**config.mk**
```make
export PLATFORM = sky130hd
export DESIGN_NAME = escaped_line_framer
export DESIGN_NICKNAME = d
export VERILOG_FILES = /design/src/rtl/elf_pkg.sv /design/src/rtl/elf_encode.sv /design/src/rtl/elf_serial.sv /design/src/rtl/escaped_line_framer.sv
export SDC_FILE = /design/constraint.sdc
export NUM_CORES = 1
export LEC_CHECK = 0
export ABC_CLOCK_PERIOD_IN_PS = 4100
export BUFFER_PORTS_ARGS = -buffer_cell sky130_fd_sc_hd__buf_4
export CAP_MARGIN = 40
export CORE_UTILIZATION = 40
export CTS_BUF_LIST = sky130_fd_sc_hd__clkbuf_2 sky130_fd_sc_hd__clkbuf_4 sky130_fd_sc_hd__clkbuf_8
export DETAILED_ROUTE_END_ITERATION = 16
export PLACE_DENSITY = 0.58
export SKIP_LAST_GASP = 1
export SLEW_MARGIN = 10
export SYNTH_ARGS = -nofsm -noshare
export SYNTH_HDL_FRONTEND = slang
export SYNTH_SLANG_ARGS = --single-unit
```
**constraint.sdc**
```tcl
create_clock -name i_clk -period 4.1 [get_ports i_clk]
set_input_delay 0 -clock i_clk [delete_from_list [all_inputs] [get_ports i_clk]]
set_output_delay 0 -clock i_clk [all_outputs]
set_load 0.1 [all_outputs]
```
**src/rtl/elf_pkg.sv**
```systemverilog
// shared types and constants of the escaped line framer
package elf_pkg;

    localparam int NRES    = 6;
    localparam int IDX_W   = 3;

    localparam logic [7:0] C_SOH = 8'h01;
    localparam logic [7:0] C_ETX = 8'h03;
    localparam logic [7:0] C_ESC = 8'h1B;
    localparam logic [7:0] C_XOR = 8'hFF;
    localparam logic [7:0] C_CR  = 8'h0D;
    localparam logic [7:0] C_LF  = 8'h0A;

    localparam logic [8:0] LINE_MAX      = 9'd256;
    localparam logic [9:0] ESC_COUNT_MAX = 10'd1023;
    localparam logic [9:0] LIMIT_RESET   = 10'd278;

    typedef struct packed {
        logic       line_open;
        logic [8:0] char_count;
        logic [9:0] escaped_count;
    } t_state;

    typedef struct packed {
        logic [NRES-1:0][7:0] bytes;
        logic [IDX_W-1:0]     count;
    } t_bundle;

endpackage

```
**src/rtl/elf_encode.sv**
```systemverilog
// framing and escaping of one input byte into a bundle of output bytes
module elf_encode (
    input  logic [7:0]      i_byte,
    input  elf_pkg::t_state i_state,
    input  logic [9:0]      i_limit,
    output elf_pkg::t_bundle o_bundle,
    output elf_pkg::t_state o_state
);
    import elf_pkg::*;

    always_comb begin
        logic [NRES-1:0][7:0] b;
        logic [IDX_W-1:0]     n;
        logic [9:0]           esc;
        logic [10:0]          esc_sum;
        logic [8:0]           cc;
        logic                 close_now;

        b         = '0;
        n         = '0;
        esc       = i_state.escaped_count;
        esc_sum   = '0;
        cc        = i_state.char_count;
        close_now = 1'b0;
        o_state   = i_state;

        if (i_byte != C_CR) begin
            // open a frame on the first byte of a line
            if (!i_state.line_open) begin
                b[n] = C_SOH;
                n    = n + 3'd1;
                esc  = '0;
            end

            if (i_byte == C_LF) begin
                close_now = 1'b1;
            end else begin
                if (esc < i_limit) begin
                    if (i_byte == C_SOH || i_byte == C_ETX || i_byte == C_ESC) begin
                        b[n]    = C_ESC;
                        n       = n + 3'd1;
                        b[n]    = i_byte ^ C_XOR;
                        n       = n + 3'd1;
                        esc_sum = {1'b0, esc} + 11'd2;
                    end else begin
                        b[n]    = i_byte;
                        n       = n + 3'd1;
                        esc_sum = {1'b0, esc} + 11'd1;
                    end
                    // saturate the escaped count
                    esc = (esc_sum > {1'b0, ESC_COUNT_MAX}) ? ESC_COUNT_MAX : esc_sum[9:0];
                end
                cc = cc + 9'd1;
                if (cc >= LINE_MAX) begin
                    close_now = 1'b1;
                end
            end

            if (close_now) begin
                b[n] = C_ETX;
                n    = n + 3'd1;
                b[n] = C_CR;
                n    = n + 3'd1;
                b[n] = C_LF;
                n    = n + 3'd1;
                o_state.line_open     = 1'b0;
                o_state.char_count    = '0;
                o_state.escaped_count = '0;
            end else begin
                o_state.line_open     = 1'b1;
                o_state.char_count    = cc;
                o_state.escaped_count = esc;
            end
        end

        o_bundle.bytes = b;
        o_bundle.count = n;
    end

endmodule

```
**src/rtl/elf_serial.sv**
```systemverilog
// result register holding one bundle and sending it out a beat at a time
module elf_serial (
    input  logic             i_clk,
    input  logic             i_rst_n,
    input  logic             i_load,
    input  elf_pkg::t_bundle i_bundle,
    output logic             o_free,
    output logic             o_tvalid,
    input  logic             i_tready,
    output logic [7:0]       o_tdata,
    output logic             o_tlast
);
    import elf_pkg::*;

    logic             r_valid, n_valid;
    t_bundle          r_bundle, n_bundle;
    logic [IDX_W-1:0] r_idx, n_idx;
    logic             last_beat;

    assign last_beat = (r_idx == r_bundle.count - 3'd1);
    assign o_free    = !r_valid || (i_tready && last_beat);
    assign o_tvalid  = r_valid;
    assign o_tdata   = r_bundle.bytes[r_idx];
    assign o_tlast   = last_beat;

    always_comb begin
        n_valid  = r_valid;
        n_bundle = r_bundle;
        n_idx    = r_idx;
        if (r_valid && i_tready) begin
            if (last_beat) begin
                n_valid = 1'b0;
            end else begin
                n_idx = r_idx + 3'd1;
            end
        end
        if (i_load) begin
            n_valid  = 1'b1;
            n_bundle = i_bundle;
            n_idx    = '0;
        end
    end

    always_ff @(posedge i_clk) begin
        if (!i_rst_n) begin
            r_valid <= 1'b0;
            r_idx   <= '0;
        end else begin
            r_valid <= n_valid;
            r_idx   <= n_idx;
        end
        r_bundle <= n_bundle;
    end

endmodule

```
**src/rtl/escaped_line_framer.sv**
```systemverilog
// top level of the escaped line framer
//
// slave stream s_axis carries one raw text byte per beat; master stream
// m_axis carries the framed bytes, tlast marking the final byte that one
// input byte caused. content_limit is written on the cfg channel, which
// is always ready; write it only while the block is idle.
//
// an accepted byte is framed and escaped in the same cycle and lands in
// the result register, so its first output beat shows in the next cycle.
// each input byte gives zero to five output beats, one per cycle while
// the receiver is ready: the result register and its beat index set the
// rate, so no new input byte is taken while earlier beats are pending,
// and a byte with no output (carriage return, skipped content) leaves
// the result register untouched. the next input is taken in the cycle
// the last pending beat leaves.
//
// synchronous active-low reset clears the line state, drops any pending
// beats and sets content_limit to 278. a stalled receiver holds the
// current beat and, once its bundle is waiting, holds s_axis_tready low.
module escaped_line_framer (
    input  logic       i_clk,
    input  logic       i_rst_n,
    input  logic       s_axis_tvalid,
    output logic       s_axis_tready,
    input  logic [7:0] s_axis_tdata,   // [7:0] in_byte
    output logic       m_axis_tvalid,
    input  logic       m_axis_tready,
    output logic [7:0] m_axis_tdata,   // [7:0] out_byte
    output logic       m_axis_tlast,
    input  logic       i_cfg_valid,
    output logic       o_cfg_ready,
    input  logic [9:0] i_cfg_data
);
    import elf_pkg::*;

    logic [9:0] r_limit;
    t_state     r_state, n_state;
    t_bundle    enc_bundle;
    logic       accept;
    logic       load;
    logic       free;

    assign o_cfg_ready   = 1'b1;
    assign s_axis_tready = free;
    assign accept        = s_axis_tvalid && s_axis_tready;
    // a byte with no output leaves the result register untouched
    assign load          = accept && (enc_bundle.count != '0);

    elf_encode u_encode (
        .i_byte   (s_axis_tdata),
        .i_state  (r_state),
        .i_limit  (r_limit),
        .o_bundle (enc_bundle),
        .o_state  (n_state)
    );

    elf_serial u_serial (
        .i_clk    (i_clk),
        .i_rst_n  (i_rst_n),
        .i_load   (load),
        .i_bundle (enc_bundle),
        .o_free   (free),
        .o_tvalid (m_axis_tvalid),
        .i_tready (m_axis_tready),
        .o_tdata  (m_axis_tdata),
        .o_tlast  (m_axis_tlast)
    );

    // line state advances on every accepted beat
    always_ff @(posedge i_clk) begin
        if (!i_rst_n) begin
            r_state <= '0;
        end else if (accept) begin
            r_state <= n_state;
        end
    end

    // content limit register
    always_ff @(posedge i_clk) begin
        if (!i_rst_n) begin
            r_limit <= LIMIT_RESET;
        end else if (i_cfg_valid && o_cfg_ready) begin
            r_limit <= i_cfg_data;
        end
    end

endmodule

```
After elaboration in Yosys (flattened, before gate mapping)
Index checks and enable logic that the tools add are counted.
Widths: inputs -> output; s select.
- register bits after elaboration: 85
- input bits: 23
- output and inout bits: 12
- word-level logic and storage cells: 126
- $add $sub $neg: 10
- $lt $le $gt $ge: 14
- equal/unequal tests: 7
- mux-type cells: 46
- bitwise operators: 15
- reduce and logical (&&, ||, !) cells: 21
- operators with widths (operator ; count):
    $mux 48 ; 5
    $demux 8 s3 ; 5
    $bwmux 48 ; 2
    $and 36x36->36 ; 2
    $not 36->36 ; 2
    $mux 8 ; 7
    $mux 10 ; 5
    $mux 11 ; 4
    $and 30x30->30 ; 1
    $not 30->30 ; 1
    $and 4x24->24 ; 1
    $bmux 8 s3 ; 1
    $lt 3x4->1 const B ; 6
    $not 24->24 ; 1
    $or 12x12->12 ; 2
    $or 4x24->24 ; 1
    $mux 3 ; 7
    $mux 20 ; 1
    $add 3x1->3 const B ; 6
    $or 18x18->18 ; 1
    $ge 3x1->1 const B ; 5
    $add 10x1->11 const B ; 1
    $add 10x2->11 const B ; 1
    $gt 11x10->1 const B ; 1
    other kinds (23) ; 44

Longest topological paths before layout
- word-level depth: 17
- mapped depth: 18
- gate-level depth less buffers: 16

Hierarchy
A second synthesis with hierarchy kept.
- cells, all modules: 597
- area total of the unflattened synthesis: 5600.4 um^2
- by module, submodules not included (module ; instances ; cells an instance ; area each (um^2) ; seq. area each (um^2)):
    elf_serial ; 1 ; 123 ; 2222.1 ; 1611.5
    elf_encode ; 1 ; 347 ; 2164.6 ; 0.0
    escaped_line_framer ; 1 ; 127 ; 1213.7 ; 600.6

Worst setup path after synthesis
OpenSTA, ideal clock, no wires.
- path kind: register -> register
- from: register u_serial.r_bundle[0] (netlist bit)
- to: register u_serial.r_bundle[0] (netlist bit), enable pin
- library setup time: 0.401 ns
- arrival: 4.371 ns
- required time: 3.699 ns
- setup slack: -0.672 ns
- stages on the path, launching flop included: 7
- buffers on the path: 0
- period minus slack after synthesis: 4.772 ns
- cells stage by stage: edfxtp_1 inv_1 ha_1 xor3_1 o41ai_2 nand3b_2 a211oi_4
- longest elaborated chain between the ends: 6
- RTL lines (item ; RTL line ; RTL):
    start: declaration ; elf_serial.sv:16 ; t_bundle r_bundle, n_bundle;
    start signal: assignment ; elf_serial.sv:52 ; r_bundle <= n_bundle;
    $sub 3x1->3 ; elf_serial.sv:20 ; assign last_beat = (r_idx == r_bundle.count - 3'd1);
    $eq 3x3->1 ; elf_serial.sv:20 ;
    $logic_and 1x1->1 ; elf_serial.sv:21 ; assign o_free = !r_valid || (i_tready && last_beat);
    $logic_or 1x1->1 ; elf_serial.sv:21 ;
    via s_axis_tready ; escaped_line_framer.sv:24 ; output logic s_axis_tready,
    $logic_and 1x1->1 ; escaped_line_framer.sv:45 ; assign accept = s_axis_tvalid && s_axis_tready;
    $logic_and 1x1->1 ; escaped_line_framer.sv:47 ; assign load = accept && (enc_bundle.count != '0);
    via load ; escaped_line_framer.sv:40 ; logic load;
The timed path passes the listed nets, and every way through them passes these cells.
A chain may end at the register's enable or synchronous reset.

Final worst setup path
- from: register r_state[19] (netlist bit)
- to: register u_serial.r_bundle[8] (netlist bit) (data pin)
- longest elaborated chain between the ends: 17
- elaborated cells between the ends (all ways): 53
- classes of those cells: 4 x add/sub; 11 x order compare; 25 x mux; 8 x bitwise; 5 x reduce/logical
- RTL lines (item ; RTL line ; RTL):
    start: declaration ; escaped_line_framer.sv:37 ; t_state r_state, n_state;
    start signal: assignment ; escaped_line_framer.sv:74 ; r_state <= n_state;
    $mux 1 ; elf_encode.sv:29 ; if (!i_state.line_open) begin
    $mux 3 ; elf_encode.sv:27 ; if (i_byte != C_CR) begin
    $add 3x1->3, or another cell as far along ; elf_encode.sv:41, elf_encode.sv:47 ;
    $add 3x1->3 or $logic_and 1x1->1 (tied branches) ; elf_encode.sv:43, elf_encode.sv:40, elf_encode.sv:46 ;
    $mux 3 or $mux 8 (tied branches) ; elf_encode.sv:39, elf_encode.sv:40, elf_encode.sv:46 ;
    $mux 3 or $demux 8 s3 (tied branches) ; n/a ;
    $mux 3 or $not 24->24 (tied branches) ; n/a ;
    $mux 3 or $and 4x24->24 (tied branches) ; n/a ;
    $add 3x1->3, or another cell as far along ; elf_encode.sv:61 ; n = n + 3'd1;
    $add 3x1->3, or another cell as far along ; elf_encode.sv:63 ; n = n + 3'd1;
    $lt 3x4->1 (implied by the code), or another cell as far along ; elf_encode.sv:64 ; b[n] = C_LF;
    $logic_and 1x1->1 (implied by the code), or another cell as far along ; elf_encode.sv:64 ;
    $mux 8 (implied by the code), or another cell as far along ; elf_encode.sv:64 ;
    $demux 8 s3, or another cell as far along ; n/a ;
    $not 36->36 (no source line) or $and 30x30->30 (tied branches) ; n/a ;
    $and 36x36->36 (no source line) ; n/a ;
    $mux 48 * ; elf_encode.sv:59 ; if (close_now) begin
Mark *: on every way between the ends. The rest lies on a longest branch, timed or not. The select of a mux whose other input is x is not followed.

==> metrics <==
Initial Util=0.412; final period utilization=0.941; sequential area share after synthesis=0.402; via count=approximately 3700; post-layout net count=568; post-layout min period=about 3.9 ns; CP startpoint kind=flip-flop; status=finished, final reports clean; power per cell area=between 300 and 400 nW/µm²; CP max FO=18; DRT Wirelength=about 11000 µm; critical path, cell by cell=inv_1, nor2_4, ha_1, a21oi_1, o21ai_0, a211oi_2, buf_4, a21oi_4, a21o_1, inv_4, ha_1, inv_1, ha_1, nor2_1, nor4_1, nor3_2, nor2b_1; DIE AREA=between 10000 and 15000 µm²; clk_skew=between 0.01 and 0.015 ns; largest net degree at the start of global routing=38; slowest cell on the critical path=dfxtp_2; Routed Antenna Nets=0; GRT overflow=0; diodes inserted=0; Die H=105 µm; initial drt markers=212; Combinational Power Share=0.230; critical setup path kind=reg -> reg; Min-Delay Path Class=in -> reg; dpl hpwl=7580 µm; P_int=1.24 mW; first-pass GRT wire length=between 15000 and 20000 µm; post-synth top area share=0.241; CP endpoint kind=flip-flop; register area=around 1700 µm²; layout cells sized above 1=0.169; post-synthesis cell type count=between 60 and 70; final setup TNS=0 ns; Layout area overhead=19.4%; MaxCap Viol Count=0; number of buffers created by CTS=9; design area=5050 µm²; Sw Pwr=a little under 600 µW; Rel. slew slack=0.384; cell family with most CP delay=compound AO/OA/AOI/OAI gates; R2R Setup Slk=~0.24 ns; Switching Share=0.317; final RePlAce weighted congestion=about 0.91; post-synthesis cell count=472; Worst VDD drop=0.176 mV; 1st-pass router iterations=5; Clock power frac=0.339; Filler Cell Count=994; H-tree depth=3; port bufs=33; fin. max-slew vios=0; Post-DP Area=between 4000 and 5000 µm²; most frequent cells after synthesis=nor2_1 (55), a21oi_1 (40), nand2_1 (37), dfxtp_1 (34), edfxtp_1 (34); unrepaired setup endpoints after global routing=no; floorplan row count=37; Synth warnings=0; count leader, synth=nor2_1; FF+latch count, synth=68; Flop pwr share=0.431; Clk pin slew, worst setup/hold paths=roughly 0.080 ns; Ports=35; Max Root-Sink Buffers=2; Static Leakage=2.01 nW; slew at the pin closest to its max-slew limit=0.922 ns; CP bufs+invs=4; chip width=between 100 and 150 µm; clock latency at the later pin of the worst-skew pair=0.35 ns; CTS tree=built; cell taking the most area after synthesis=edfxtp_1; Async SR Flop Fraction=0; Hold Fails Final Rpt=0; EDFF count, synth=34; Cell Area, Synth=roughly 4200 µm²; core area=10300 µm²; Main synth FF type=edfxtp_1; Via density=approximately 5.6; largest stage delay on the critical path=between 0.5 and 0.6 ns; initial antenna violation count=0; Global Route Usage Sum=0.201; f_max=~260 MHz; Required @ worst endpoint=4.20 ns; CP most frequent cell=ha_1; syn_nets=approximately 520; Num Clock Sinks=roughly 70; arrival time at the worst endpoint=3.96 ns; Syn Area/Cell=8.97 µm²; Final setup viols=0; drt drc=0; area of the multi-input gates=approximately 2300 µm²; top post-synthesis cells by area=edfxtp_1 (24%), dfxtp_1 (16%), ha_1 (6.5%), nor2_1 (4.9%), a21oi_1 (4.7%); number of global-route vias before repair=between 3000 and 4000; Root Buffer=clkbuf_8; Avg WL per Cell=about 16 µm
-- power by group through the flow --
stage	logic [mW]	registers [mW]	clock network (mW)
2_1_floorplan	0.298	0.800	0
3_3_place_gp	0.397	0.798	0
3_5_place_dp	0.401	0.800	0
4_1_cts	0.416	0.784	0.632
5_1_grt	0.450	0.788	0.661
6_report	0.418	0.784	0.617
-- cell type report --
type,count,area share
clock buffers,10,0.0255
clock inverters,6,0.0173
inverters,35,0.0265
multi-input cells,347,0.457
flip-flops and latches,68,0.337
well taps,136,0.0337
repair buffers,62,0.103
-- final timing paths --
kind | from | endpoint | cells past startpoint
worst max-delay path | r_state[19] | u_serial.r_bundle[8] | 17
worst min-delay path | s_axis_tdata[5] | u_serial.r_bundle[8] | 2
worst max register to register | r_state[19] | u_serial.r_bundle[8] | 17
worst min register to register | r_state[0] | r_state[0] | 1
-- what timing repair did --
item	in CTS	in global routing
setup endpoints to repair	0	3
hold endpoints to repair	14	0
gates resized for setup	0	2
hold buffers	17	0
buffers inserted	0	1
-- cell usage in the layout, fill, tap and decap left out, types with 3 or more instances in the layout --
cell type / synthesis / final
nor2_1: 55 / 53
buf_4: 1 / 44
a21oi_1: 40 / 40
nand2_1: 37 / 37
edfxtp_1: 34 / 34
dfxtp_1: 34 / 33
inv_1: 33 / 32
o21ai_0: 25 / 25
ha_1: 22 / 21
dlygate4sd3_1: 0 / 17
nor3_1: 17 / 16
mux2i_1: 16 / 16
nand3_1: 15 / 15
and3_1: 9 / 9
and2_1: 9 / 9
clkbuf_8: 0 / 9
nor2b_1: 8 / 8
nand4_1: 7 / 7
nand2b_1: 6 / 6
or3_1: 4 / 4
xnor2_1: 4 / 4
o2bb2ai_1: 4 / 4
mux4_2: 4 / 4
a31oi_1: 4 / 4
o211ai_1: 4 / 4
a21o_1: 3 / 3
o21a_1: 3 / 3
nor4_1: 3 / 3
a32oi_1: 3 / 3
-- per-layer routing --
layer  GRT usage  vias up  wire length (µm)
met2       0.336      131              5070
met5           0        -                 0
met4      0.0775        0               205
met1       0.258     1762              4840
met3      0.0368       21               492
li1            -     1814                 -
-- state kept, by name, indices dropped and copies added, names as in the netlist --
name               flops
u_serial.r_idx         3
r_limit               10
u_serial.o_tvalid      1
u_serial.r_bundle     34
r_state               20
-- logic make-up (layout without fill, tap and decap cells) --
| logic type | count (synthesis) | after routing | synth area share |
|---|---|---|---|
| AND/OR/NAND/NOR | 181 | 181 | 0.211 |
| other | 1 | 1 | 0.000886 |
| flip-flops | 68 | 68 | 0.402 |
| adder cells (fa/ha/maj) | 22 | 22 | 0.0650 |
| AO/OA/AOI/OAI | 117 | 117 | 0.185 |
| buffers and inverters | 57 | 113 | 0.0606 |
| multiplexers | 20 | 20 | 0.0591 |
| XOR/XNOR | 6 | 6 | 0.0160 |
-- metrics by stage --
stage	power (mW)	worst slack (ns)	cells	util	hold slack [ns]
after global routing	1.90	0.00401	664	0.492	0.0133
after CTS	1.83	0.224	663	0.490	0.000592
after floorplan	1.10	0.0198	472	-	0.130
final	1.82	0.241	664	0.492	0.0139
after detailed placement	1.20	0.261	630	0.453	0.225
after global placement	1.19	0.393	630	0.453	0.223
Power figures use the tool's default switching activity.
